<file path="config.mk">
export PLATFORM = sky130hd
export DESIGN_NAME = grapheme_segment_width
export DESIGN_NICKNAME = d
export VERILOG_FILES = /design/src/gbw_pkg.sv /design/src/gbw_front.sv /design/src/gbw_queue.sv /design/src/gbw_back.sv /design/src/grapheme_segment_width.sv
export SDC_FILE = /design/constraint.sdc
export NUM_CORES = 1
export LEC_CHECK = 0
export BUFFER_PORTS_ARGS = -buffer_cell sky130_fd_sc_hd__buf_4
export CORE_ASPECT_RATIO = 0.9
export CORE_MARGIN = 2
export CORE_UTILIZATION = 30
export CTS_BUF_LIST = sky130_fd_sc_hd__clkbuf_2
export CTS_CLUSTER_SIZE = 14
export DETAILED_ROUTE_END_ITERATION = 6
export HOLD_SLACK_MARGIN = 0.03
export SKIP_CTS_REPAIR_TIMING = 1
export SLEW_MARGIN = 20
export SYNTH_ARGS = -nofsm -noshare
export SYNTH_HDL_FRONTEND = slang
export SYNTH_HIERARCHICAL = 1
export SYNTH_SLANG_ARGS = --single-unit
</file>
<file path="constraint.sdc">
create_clock -name clk -period 10.72 [get_ports clk]
set_input_delay 2.68 -clock clk [delete_from_list [all_inputs] [get_ports clk]]
set_output_delay 2.68 -clock clk [all_outputs]
set_load 0.05 [all_outputs]
</file>
<file path="src/gbw_pkg.sv">
`default_nettype none

package gbw_pkg;

	// Width of the running column total. The output always shows its low 16 bits.
	localparam int TOTAL_BITS = 16;

	localparam logic [20:0] VS16_CP = 21'h00FE0F;
	localparam logic [20:0] VS15_CP = 21'h00FE0E;
	localparam logic [20:0] ZWJ_CP  = 21'h00200D;

	localparam logic [3:0] C_OTHER   = 4'd0;
	localparam logic [3:0] C_CR      = 4'd1;
	localparam logic [3:0] C_LF      = 4'd2;
	localparam logic [3:0] C_CONTROL = 4'd3;
	localparam logic [3:0] C_EXTEND  = 4'd4;
	localparam logic [3:0] C_ZWJ     = 4'd5;
	localparam logic [3:0] C_RI      = 4'd6;
	localparam logic [3:0] C_PREPEND = 4'd7;
	localparam logic [3:0] C_SPACING = 4'd8;
	localparam logic [3:0] C_L       = 4'd9;
	localparam logic [3:0] C_V       = 4'd10;
	localparam logic [3:0] C_T       = 4'd11;
	localparam logic [3:0] C_LV      = 4'd12;
	localparam logic [3:0] C_LVT     = 4'd13;

	localparam logic [1:0] CC_NONE      = 2'd0;
	localparam logic [1:0] CC_CONSONANT = 2'd1;
	localparam logic [1:0] CC_LINKER    = 2'd2;
	localparam logic [1:0] CC_EXTEND    = 2'd3;

	// Bit positions in the width mark vector.
	localparam int M_VS16 = 0;
	localparam int M_VS15 = 1;
	localparam int M_ZWJ  = 2;
	localparam int M_PICT = 3;

	// Queue between the front and the back end.
	localparam logic [1:0] QUEUE_DEPTH = 2'd2;

	// One classified code point, as the front end hands it to the back end.
	typedef struct packed {
		logic [3:0] cls;
		logic       pict;
		logic [1:0] cc;
		logic [3:0] marks;
		logic [1:0] lead_width;
		logic       eot;
	} gbw_item_t;

	function automatic logic is_ctl(input logic [3:0] g);
		is_ctl = (g == C_CONTROL) || (g == C_CR) || (g == C_LF);
	endfunction

endpackage

`default_nettype wire

</file>
<file path="src/gbw_front.sv">
`default_nettype none

// Front end: normalizes the break class and works out the width marks and
// the width a cluster would have if it opened with this code point.
module gbw_front (
	input  wire logic              s_axis_tvalid,
	output logic                   s_axis_tready,
	input  wire logic [23:0]       s_axis_tdata,
	input  wire logic [7:0]        s_axis_tuser,
	input  wire logic              s_axis_tlast,
	output logic                   item_valid,
	input  wire logic              item_ready,
	output gbw_pkg::gbw_item_t     item
);

	logic [20:0] cp;
	logic [3:0]  raw_cls;
	logic [3:0]  cls;
	logic        wide;

	always_comb begin
		cp      = s_axis_tdata[20:0];
		raw_cls = s_axis_tuser[3:0];
		wide    = s_axis_tuser[7];
		cls     = (raw_cls > gbw_pkg::C_LVT) ? gbw_pkg::C_OTHER : raw_cls;

		item.cls  = cls;
		item.pict = s_axis_tuser[4];
		item.cc   = s_axis_tuser[6:5];
		item.eot  = s_axis_tlast;

		item.marks                 = 4'b0000;
		item.marks[gbw_pkg::M_VS16] = (cp == gbw_pkg::VS16_CP);
		item.marks[gbw_pkg::M_VS15] = (cp == gbw_pkg::VS15_CP);
		item.marks[gbw_pkg::M_ZWJ]  = (cp == gbw_pkg::ZWJ_CP);
		item.marks[gbw_pkg::M_PICT] = s_axis_tuser[4];

		if (gbw_pkg::is_ctl(cls) || cls == gbw_pkg::C_EXTEND || cls == gbw_pkg::C_ZWJ) begin
			item.lead_width = 2'd0;
		end else if (wide) begin
			item.lead_width = 2'd2;
		end else begin
			item.lead_width = 2'd1;
		end
	end

	assign item_valid    = s_axis_tvalid;
	assign s_axis_tready = item_ready;

endmodule

`default_nettype wire

</file>
<file path="src/gbw_queue.sv">
`default_nettype none

// Two-entry queue between the front and the back end.
module gbw_queue (
	input  wire logic               clk,
	input  wire logic               arst_n,
	input  wire logic               wr_valid,
	output logic                    wr_ready,
	input  wire gbw_pkg::gbw_item_t wr_item,
	output logic                    rd_valid,
	input  wire logic               rd_ready,
	output gbw_pkg::gbw_item_t      rd_item,
	output logic [1:0]              fill
);

	gbw_pkg::gbw_item_t slot_q [2];
	logic       wr_ptr_q;
	logic       rd_ptr_q;
	logic [1:0] count_q;
	logic       push;
	logic       pop;

	assign wr_ready = (count_q != gbw_pkg::QUEUE_DEPTH);
	assign rd_valid = (count_q != 2'd0);
	assign rd_item  = slot_q[rd_ptr_q];
	assign fill     = count_q;
	assign push     = wr_valid && wr_ready;
	assign pop      = rd_valid && rd_ready;

	always_ff @(posedge clk) begin
		if (push) begin
			slot_q[wr_ptr_q] <= wr_item;
		end
	end

	always_ff @(posedge clk or negedge arst_n) begin
		if (!arst_n) begin
			wr_ptr_q <= 1'b0;
			rd_ptr_q <= 1'b0;
			count_q  <= 2'd0;
		end else begin
			if (push) begin
				wr_ptr_q <= ~wr_ptr_q;
			end
			if (pop) begin
				rd_ptr_q <= ~rd_ptr_q;
			end
			if (push && !pop) begin
				count_q <= count_q + 2'd1;
			end else if (pop && !push) begin
				count_q <= count_q - 2'd1;
			end
		end
	end

endmodule

`default_nettype wire

</file>
<file path="src/gbw_back.sv">
`default_nettype none

// Back end: break rules on the stored previous class, cluster width and the
// running total, with the result held in an output register.
module gbw_back (
	input  wire logic               clk,
	input  wire logic               arst_n,
	input  wire logic               item_valid,
	output logic                    item_ready,
	input  wire gbw_pkg::gbw_item_t item,
	output logic                    m_axis_tvalid,
	input  wire logic               m_axis_tready,
	output logic [23:0]             m_axis_tdata
);

	localparam int TB = gbw_pkg::TOTAL_BITS;

	logic          in_text_q;
	logic [3:0]    prev_q;
	logic          ri_odd_q;
	logic          emoji_run_q;
	logic          joiner_valid_q;
	logic          conj_seen_q;
	logic          linker_seen_q;
	logic [1:0]    first_width_q;
	logic [1:0]    pos_q;
	logic          first_ri_q;
	logic          flag_pair_q;
	logic [3:0]    marks_q;
	logic [TB-1:0] total_q;

	logic          out_valid_q;
	logic          start_q;
	logic          closed_q;
	logic [1:0]    closed_w_q;
	logic [1:0]    final_w_q;
	logic [15:0]   total_out_q;

	logic          ri_odd_d;
	logic          emoji_run_d;
	logic          joiner_valid_d;
	logic          conj_seen_d;
	logic          linker_seen_d;
	logic [1:0]    first_width_d;
	logic [1:0]    pos_d;
	logic          first_ri_d;
	logic          flag_pair_d;
	logic [3:0]    marks_d;
	logic [TB-1:0] total_d;

	logic          brk;
	logic          start;
	logic          closed;
	logic [1:0]    closed_w;
	logic [1:0]    final_w;
	logic [3:0]    g;
	logic [3:0]    g1;
	logic          cs_in;
	logic          ls_in;
	logic [TB-1:0] base;
	logic [TB:0]   sum;
	logic          take;

	function automatic logic [1:0] width_of(input logic [3:0] m, input logic fp,
		input logic [1:0] fw);
		if (m[gbw_pkg::M_VS16]) begin
			width_of = 2'd2;
		end else if (m[gbw_pkg::M_VS15]) begin
			width_of = 2'd1;
		end else if (fp) begin
			width_of = 2'd2;
		end else if (m[gbw_pkg::M_ZWJ] && m[gbw_pkg::M_PICT]) begin
			width_of = 2'd2;
		end else begin
			width_of = fw;
		end
	endfunction

	assign item_ready = !out_valid_q || m_axis_tready;
	assign take       = item_valid && item_ready;

	always_comb begin
		g  = item.cls;
		g1 = prev_q;

		// Break rules GB3 to GB999, first match wins.
		if (g1 == gbw_pkg::C_CR && g == gbw_pkg::C_LF) begin
			brk = 1'b0;
		end else if (gbw_pkg::is_ctl(g1) || gbw_pkg::is_ctl(g)) begin
			brk = 1'b1;
		end else if (g1 == gbw_pkg::C_L && (g == gbw_pkg::C_L || g == gbw_pkg::C_V ||
			g == gbw_pkg::C_LV || g == gbw_pkg::C_LVT)) begin
			brk = 1'b0;
		end else if ((g1 == gbw_pkg::C_LV || g1 == gbw_pkg::C_V) &&
			(g == gbw_pkg::C_V || g == gbw_pkg::C_T)) begin
			brk = 1'b0;
		end else if ((g1 == gbw_pkg::C_LVT || g1 == gbw_pkg::C_T) && g == gbw_pkg::C_T) begin
			brk = 1'b0;
		end else if (g == gbw_pkg::C_EXTEND || g == gbw_pkg::C_ZWJ ||
			g == gbw_pkg::C_SPACING || g1 == gbw_pkg::C_PREPEND) begin
			brk = 1'b0;
		end else if (conj_seen_q && linker_seen_q && item.cc == gbw_pkg::CC_CONSONANT) begin
			brk = 1'b0;
		end else if (g1 == gbw_pkg::C_ZWJ && joiner_valid_q && item.pict) begin
			brk = 1'b0;
		end else if (g1 == gbw_pkg::C_RI && g == gbw_pkg::C_RI && ri_odd_q) begin
			brk = 1'b0;
		end else begin
			brk = 1'b1;
		end

		start    = !in_text_q || brk;
		closed   = in_text_q && brk;
		closed_w = closed ? width_of(marks_q, flag_pair_q, first_width_q) : 2'd0;

		// A new cluster starts the conjunct run from nothing.
		cs_in = start ? 1'b0 : conj_seen_q;
		ls_in = start ? 1'b0 : linker_seen_q;
		if (item.cc == gbw_pkg::CC_CONSONANT) begin
			conj_seen_d   = 1'b1;
			linker_seen_d = 1'b0;
		end else if (cs_in && (item.cc == gbw_pkg::CC_LINKER ||
			item.cc == gbw_pkg::CC_EXTEND)) begin
			conj_seen_d   = 1'b1;
			linker_seen_d = ls_in || (item.cc == gbw_pkg::CC_LINKER);
		end else begin
			conj_seen_d   = 1'b0;
			linker_seen_d = 1'b0;
		end

		if (start) begin
			ri_odd_d       = (g == gbw_pkg::C_RI);
			emoji_run_d    = item.pict;
			joiner_valid_d = 1'b0;
			first_width_d  = item.lead_width;
			pos_d          = 2'd0;
			first_ri_d     = (g == gbw_pkg::C_RI);
			flag_pair_d    = 1'b0;
			marks_d        = item.marks;
		end else begin
			ri_odd_d       = (g == gbw_pkg::C_RI) ? !ri_odd_q : 1'b0;
			joiner_valid_d = (g == gbw_pkg::C_ZWJ) ? emoji_run_q : 1'b0;
			emoji_run_d    = item.pict || (emoji_run_q && g == gbw_pkg::C_EXTEND);
			first_width_d  = first_width_q;
			first_ri_d     = first_ri_q;
			// The second indicator of a flag pair adds no marks.
			if (pos_q == 2'd0 && first_ri_q && g == gbw_pkg::C_RI) begin
				flag_pair_d = 1'b1;
				marks_d     = marks_q;
			end else begin
				flag_pair_d = flag_pair_q;
				marks_d     = marks_q | item.marks;
			end
			pos_d = (pos_q == 2'd3) ? pos_q : pos_q + 2'd1;
		end

		final_w = item.eot ? width_of(marks_d, flag_pair_d, first_width_d) : 2'd0;

		// Saturating once on the combined sum gives the same result as
		// saturating after each of the two additions.
		base    = in_text_q ? total_q : '0;
		sum     = {1'b0, base} + {{(TB - 1){1'b0}}, closed_w} + {{(TB - 1){1'b0}}, final_w};
		total_d = sum[TB] ? {TB{1'b1}} : sum[TB-1:0];
	end

	always_ff @(posedge clk or negedge arst_n) begin
		if (!arst_n) begin
			in_text_q      <= 1'b0;
			prev_q         <= gbw_pkg::C_OTHER;
			ri_odd_q       <= 1'b0;
			emoji_run_q    <= 1'b0;
			joiner_valid_q <= 1'b0;
			conj_seen_q    <= 1'b0;
			linker_seen_q  <= 1'b0;
			first_width_q  <= 2'd0;
			pos_q          <= 2'd0;
			first_ri_q     <= 1'b0;
			flag_pair_q    <= 1'b0;
			marks_q        <= 4'b0000;
			total_q        <= '0;
			out_valid_q    <= 1'b0;
		end else begin
			if (take) begin
				in_text_q      <= !item.eot;
				prev_q         <= g;
				ri_odd_q       <= ri_odd_d;
				emoji_run_q    <= emoji_run_d;
				joiner_valid_q <= joiner_valid_d;
				conj_seen_q    <= conj_seen_d;
				linker_seen_q  <= linker_seen_d;
				first_width_q  <= first_width_d;
				pos_q          <= pos_d;
				first_ri_q     <= first_ri_d;
				flag_pair_q    <= flag_pair_d;
				marks_q        <= marks_d;
				total_q        <= total_d;
				out_valid_q    <= 1'b1;
			end else if (m_axis_tready) begin
				out_valid_q <= 1'b0;
			end
		end
	end

	always_ff @(posedge clk) begin
		if (take) begin
			start_q     <= start;
			closed_q    <= closed;
			closed_w_q  <= closed_w;
			final_w_q   <= final_w;
			total_out_q <= 16'(total_d);
		end
	end

	assign m_axis_tvalid = out_valid_q;
	assign m_axis_tdata  = {2'b00, total_out_q, final_w_q, closed_w_q, closed_q, start_q};

endmodule

`default_nettype wire

</file>
<file path="src/grapheme_segment_width.sv">
`default_nettype none

// Channel   Dir  Signals                Item contents
// s_axis    in   tvalid tready tdata    tdata: code point; tuser: properties
//                tuser tlast            tlast: last code point of the text
// m_axis    out  tvalid tready tdata    tdata: boundary flags, widths, total
//
// One code point enters per cycle while s_axis_tready is high. Its result is
// registered in the queue and then in the back end's output register before it
// is offered on m_axis. The back end keeps the rate because its break rules and
// width choice read only one stored previous class and a few state bits.
// Reset is asynchronous and clears all control and segmentation state, so the
// first code point after reset starts a new text with a column total of zero.
// A stall on the output holds the result register; the two-entry queue keeps
// taking code points until it fills, and only then drops s_axis_tready.
module grapheme_segment_width (
	input  wire logic        clk,
	input  wire logic        arst_n,
	input  wire logic        s_axis_tvalid,
	output logic             s_axis_tready,
	// [20:0] code_point, [23:21] zero
	input  wire logic [23:0] s_axis_tdata,
	// [3:0] break_class, [4] pictographic, [6:5] conjunct_class, [7] east_asian_wide
	input  wire logic [7:0]  s_axis_tuser,
	input  wire logic        s_axis_tlast,
	output logic             m_axis_tvalid,
	input  wire logic        m_axis_tready,
	// [0] cluster_start, [1] closed_valid, [3:2] closed_width, [5:4] final_width,
	// [21:6] total_width, [23:22] zero
	output logic [23:0]      m_axis_tdata
);

	// Classified items travel from the front end through the queue.
	gbw_pkg::gbw_item_t front_item;
	gbw_pkg::gbw_item_t back_item;
	logic               front_valid;
	logic               front_ready;
	logic               back_valid;
	logic               back_ready;
	logic [1:0]         queue_fill;

	// The front end only classifies; it has no state of its own.
	gbw_front u_front (
		.s_axis_tvalid (s_axis_tvalid),
		.s_axis_tready (s_axis_tready),
		.s_axis_tdata  (s_axis_tdata),
		.s_axis_tuser  (s_axis_tuser),
		.s_axis_tlast  (s_axis_tlast),
		.item_valid    (front_valid),
		.item_ready    (front_ready),
		.item          (front_item)
	);

	// The queue lets the front end keep accepting while the output stalls.
	gbw_queue u_queue (
		.clk      (clk),
		.arst_n   (arst_n),
		.wr_valid (front_valid),
		.wr_ready (front_ready),
		.wr_item  (front_item),
		.rd_valid (back_valid),
		.rd_ready (back_ready),
		.rd_item  (back_item),
		.fill     (queue_fill)
	);

	// The back end holds all segmentation state and the output register.
	gbw_back u_back (
		.clk           (clk),
		.arst_n        (arst_n),
		.item_valid    (back_valid),
		.item_ready    (back_ready),
		.item          (back_item),
		.m_axis_tvalid (m_axis_tvalid),
		.m_axis_tready (m_axis_tready),
		.m_axis_tdata  (m_axis_tdata)
	);

	// The queue never holds more items than it has slots.
	a_queue_bound: assert property (@(posedge clk) disable iff (!arst_n)
		queue_fill <= gbw_pkg::QUEUE_DEPTH)
		else $error("queue fill above depth");

	// Input is refused only when the queue is full.
	a_ready_full: assert property (@(posedge clk) disable iff (!arst_n)
		!s_axis_tready |-> queue_fill == gbw_pkg::QUEUE_DEPTH)
		else $error("input stalled with room in the queue");

	// A cluster can only close where a new one starts.
	a_close_start: assert property (@(posedge clk) disable iff (!arst_n)
		m_axis_tvalid && m_axis_tdata[1] |-> m_axis_tdata[0])
		else $error("cluster closed without a new cluster start");

	// No cluster is ever three columns wide.
	a_width_range: assert property (@(posedge clk) disable iff (!arst_n)
		m_axis_tvalid |-> m_axis_tdata[3:2] != 2'd3 && m_axis_tdata[5:4] != 2'd3)
		else $error("cluster width out of range");

endmodule

`default_nettype wire
</file>
After elaboration in Yosys (flattened, before gate mapping)
Memory sizes are Yosys's and may differ from the RTL's.
Cells that the tools add are included.
Widths: inputs -> output; s select.
- $add $sub $neg: 5
- $mul: 0
- divide/modulo/power cells: 0
- order comparisons: 1
- eq/ne operators: 37
- shift-type cells: 0
- mux-type cells: 48
- bitwise logic cells: 3
- reductions and logical operators: 56
- operators by type and width (kind ; count):
    $eq 4x4->1 const B ; 11
    $eq 21x16->1 const B ; 2
    $mux 2 ; 17
    $eq 4x3->1 const B ; 8
    $mux 16 ; 2
    $mux 1 ; 26
    $eq 4x2->1 const B ; 6
    $logic_or 1x1->1 ; 23
    $eq 21x14->1 const B ; 1
    $logic_and 1x1->1 ; 21
    $add 16x2->17 ; 1
    $add 17x2->17 ; 1
    $eq 4x1->1 const B ; 3
    $mux 4 ; 3
    $eq 2x2->1 const B ; 3
    $logic_not 1->1 ; 6
    $reduce_bool 2->1 ; 3
    $add 2x1->2 const B ; 2
    $gt 4x4->1 const B ; 1
    $or 4x4->4 ; 1
    $reduce_and 2->1 ; 2
    $eq 2x1->1 const B ; 1
    $logic_not 2->1 ; 1
    $ne 2x1->1 const B ; 1
    3 further kinds ; 4
- flip-flop bits (word level): 63
- bits in latches: 0
- memory bits (writable): 28
- memory bits (read-only): 0
- input port bits: 37
- word-level logic and storage cells: 173
- memories: 1
- memory list (memory ; depth ; bits a word ; rd ports ; clocked after memory_dff ; wr ports ; line ; text):
    u_queue.slot_q ; 2 ; 14 ; 1 ; 0 ; 1 ; gbw_queue.sv:16 ; gbw_pkg::gbw_item_t slot_q [2];

Longest topological paths before layout
An unclocked memory read counts as a cell.
- depth after elaboration: 23
- gate-level depth with buffers: 21
- depth with buffers taken out: 19

Modules after synthesis
Netlist, hierarchy kept.
- modules (own cells, without submodules) (module ; times used ; cells each ; area each (sq um) ; seq. area each (sq um)):
    gbw_back ; 1 ; 331 ; 3301.9 ; 1586.5
    gbw_queue ; 1 ; 62 ; 1270.0 ; 940.9
    gbw_front ; 1 ; 32 ; 231.5 ; 0.0

Worst setup path before layout
OpenSTA, ideal clock, no wires.
- path type: flip-flop to flip-flop
- start point: reg u_queue.rd_ptr_q
- end point: reg u_back.total_out_q[9], data pin
- arrival time: 4503 ps
- slack: 5941 ps
- stages on the path, launching flop included: 19
- buffers on the path: 4
- period minus slack after synthesis: 4779 ps
- cell sequence: dfrtp_1 > buf_6 > buf_12 > mux2_4 > or4b_4 > nor4_4 > o21ai_1 > a221oi_1 > o311ai_1 > o32ai_2 > fa_1 > ha_1 > a21o_1 > nor3b_2 > and4_1 > nand3_1 > clkbuf_1 > clkbuf_1 > o211ai_1
- RTL lines (element ; line ; text):
    start, declared ; gbw_queue.sv:18 ; logic rd_ptr_q;
    start signal, assigned ; gbw_queue.sv:46 ; rd_ptr_q <= ~rd_ptr_q;
    end signal, assigned ; gbw_back.sv:210 ; total_out_q <= 16'(total_d);
    end, declared ; gbw_back.sv:37 ; logic [15:0] total_out_q;

==> metrics.md <==
| Metric | Value |
|---|---|
| Setup_tns | 0 ns |
| Fin crit period | 5.94 ns |
| Initial antenna violation count | 0 |
| Reg-to-reg startpoint | u_queue/rd_ptr_q |
| DR vias | 3273 |
| Main flop type after synthesis | edfxtp_1 |
| Clock-pin slew on the worst setup and hold paths | 0.23 ns |
| Critical path type | flip-flop to flip-flop |
| Total clock buffers created by CTS | 9 |
| Finished Layout Cells | 674 |
| Final setup vio count | 0 |
| Crit-path max cell delay | 0.87 ns |
| Clock sinks | 91 |
| Largest net degree at the start of global routing | 42 |
| Flop-to-flop setup slack | 4.78 ns |
| Synth Cell Area | 0.00480 mm^2 |
| Clock skew | 0.0183 ns |
| Vias in the first global route | 3201 |
| Worst path top cell family by delay | simple AND/OR/NAND/NOR gates |
| Post-DP HPWL | 6320 um |
| H-tree Lvls | 3 |
| Layout cells sized above 1 | 23.9% |
| Crit-path cells | mux2_2 -> nand4bb_1 -> o32ai_1 -> a2111oi_4 -> o21ai_2 -> and2_1 -> o32ai_2 -> fa_1 -> ha_1 -> a21o_1 -> nor3b_2 -> and4_1 -> nand3_1 -> nor2_1 -> a221o_1 |
| Syn Area/Cell | 11.3 um^2 |
| Final hold viol count | 0 |
| GPL Wtd Cong | 0.861 |
| Peak Freq | 168 MHz |
| CP Data Required Time | 11.23 ns |
| Max_cap viols | 0 |
| Clk buf depth | 2 |
| DRT Pass-1 Iters | 4 |
| IO Port Bufs | 57 |
| Cells after Synth | 425 |
| Wire per inst | 13.4 um |
| Layout Nets | 512 |
| Most frequent cells in the layout | buf_4 (60), edfxtp_1 (50), nand2_1 (47) |
| Worst r2r path cells | 15 |
| Worst skew pair latency | 0.55 ns |
| Sequential element share of the synthesized area | 52.6% |
| Global-route wire length before repair | 15200 um |
| Critical path peak fanout | 23 |
| Period utilization | 55.4% |
| Placeable Area | 0.0155 mm^2 |
| Pwr dens | 261 mW/mm^2 |
| Routed Antenna Nets | 0 |
| Die area | 0.0170 mm^2 |
| Routed wire length | 9030 um |
| Rel. slew slack | 47.5% |
| Hold Crit Class | flip-flop to flip-flop |
| Die height | 124 um |
| Unique masters post-synth | 77 |
| WP data arrival | 6.46 ns |
| Leak | 2.29 nW |
| Worst Max-Slew Pin Slew | 0.785 ns |
| Asr flop ratio synth | 45.1% |
| Area of the multi-input gates | 0.00203 mm^2 |
| Fill cells | 1542 |
| Buffers plus inverters on the worst setup path | 0 |
| YS warnings | 6 |
| Top Ports | 63 |
| Placed Cells | 658 |
| Slowest stage cell, crit path | dfrtp_1 |
| RSZ-0062 raised after global routing | false |
| Grt total ovfl | 0 |
| Root buf cell | clkbuf_2 |
| Cell row count | 43 |
| CTS tree | built |
| Die Wd | 137 um |
| Max-slew violations | 0 |
| CP startpoint kind | flip-flop |
| Setup crit end kind | flip-flop |
| EDFF count, synth | 50 |
| Most common cell after layout, fill and taps aside | buf_4 |
| Peak supply drop | 155 uV |
| CP Launch Point | u_queue/rd_ptr_q |
| Detailed-route DRC error count | 0 |
| Initial DRC count | 176 |
| Initial Utilization | 30.9% |
| Hold Crit Start | u_back/joiner_valid_q |
| Hold path endpoint | u_back/joiner_valid_q |
| Area growth syn-to-layout | 13.6% |
| GRT Util Overall | 11.3% |
| FF/Latch Area | 0.00253 mm^2 |
| Synth Register Bits | 91 |
| Drt via density | 4.86 |
| # diodes | 0 |
| Min-Delay Path Depth | 2 |
| Status | finished clean |
| Worst R2R End | u_back/total_q[13] |
worst register-to-register path: stages (launching register included):
cell and delay, ns:
dfrtp_1 0.87, mux2_2 0.51, nand4bb_1 0.22, o32ai_1 0.51
a2111oi_4 0.15, o21ai_2 0.56, and2_1 0.23, o32ai_2 0.12
fa_1 0.46, ha_1 0.30, a21o_1 0.12, nor3b_2 0.33
and4_1 0.29, nand3_1 0.58, nor2_1 0.47, a221o_1 0.17
area by class of cell:
type,instances,share of cell area [%]
clock buffers,10,0.917
flip-flops and latches,91,46.3
well taps,202,4.63
clock inverters,6,1.47
repair buffers,60,8.25
multi-input cells,288,37.3
inverters,17,1.17
worst max path at each step:
stage                     slack [ns]                     to  cells past startpoint
after global routing            4.24      u_back/total_q[7]                     15
after floorplan                 5.94  u_back/total_out_q[9]                     18
final                           4.78     u_back/total_q[13]                     15
after CTS                       4.74  u_back/total_out_q[4]                     15
after global placement          4.83  u_back/total_out_q[4]                     15
after detailed placement        4.77  u_back/total_out_q[4]                     15
routing by layer:
| metal | up-vias | global-route usage, % | part of all wire (%) |
|---|---|---|---|
| met3 | 7 | 3.30 | 5.2 |
| li1 | 1637 | - | - |
| met1 | 1548 | 14.1 | 46 |
| met5 | - | 0 | 0 |
| met4 | 0 | 3.29 | 0.97 |
| met2 | 81 | 19.2 | 48 |
power breakdown:
part / internal [W] / total (W) / switching [W]
logic: 0.000251 / 0.000670 / 0.000419
clock network: 0.0000763 / 0.000187 / 0.000110
registers: 0.000496 / 0.000567 / 0.0000709
total: 0.000823 / 0.00142 / 0.000601
cells in the mapped netlist, drive strengths merged (4+ instances only):
master	n	area [um^2]
a21boi	4	30.0
a21o	6	45.0
a21oi	22	110
a221o	4	40.0
a22o	4	35.0
a31oi	4	25.0
and2	6	37.5
and3	8	50.1
buf	15	126
clkbuf	15	57.6
dfrtp	41	1030
edfxtp	50	1500
ha	5	62.6
inv	16	60.1
mux2	17	225
nand2	48	183
nand2b	8	57.6
nand3	14	70.1
nor2	29	109
nor3	11	65.1
o211a	4	40.0
o211ai	5	37.5
o21ai	16	83.8
xnor2	8	70.1
xor2	6	52.6
registers in the layout, summed over array words and instances (netlist names), 2 cells and up:
signal	cells
u_queue/slot_q	28
u_back/total_out_q	16
u_back/total_q	16
u_back/g1	4
u_back/marks_q	4
u_back/closed_w_q	2
u_back/final_w_q	2
u_back/first_width_q	2
u_back/pos_q	2
u_queue/fill	2
stage by stage:
step	utilization [%]	worst slack (ns)	cell area (um^2)	hold slack, ns	power [W]
global route	35.1	4.24	5460	0.567	0.00153
global placement	34.3	4.83	5330	0.468	0.00123
floorplan	-	5.94	4810	0.450	0.00109
detailed placement	34.3	4.77	5330	0.484	0.00125
CTS	35.1	4.74	5460	0.530	0.00144
finish	35.1	4.78	5460	0.537	0.00142
kinds of logic (layout without fill, tap and decap cells):
family,after synthesis,after routing,share of synthesized area [%]
AND/OR/NAND/NOR,154,154,18.1
adder cells (fa/ha/maj),8,8,2.55
buffers and inverters,47,93,5.16
AO/OA/AOI/OAI,92,92,14.1
XOR/XNOR,14,14,2.55
other,1,2,0.0781
multiplexers,18,18,4.90
flip-flops,91,91,52.6
No activity file was read; power rests on OpenSTA's default activity.
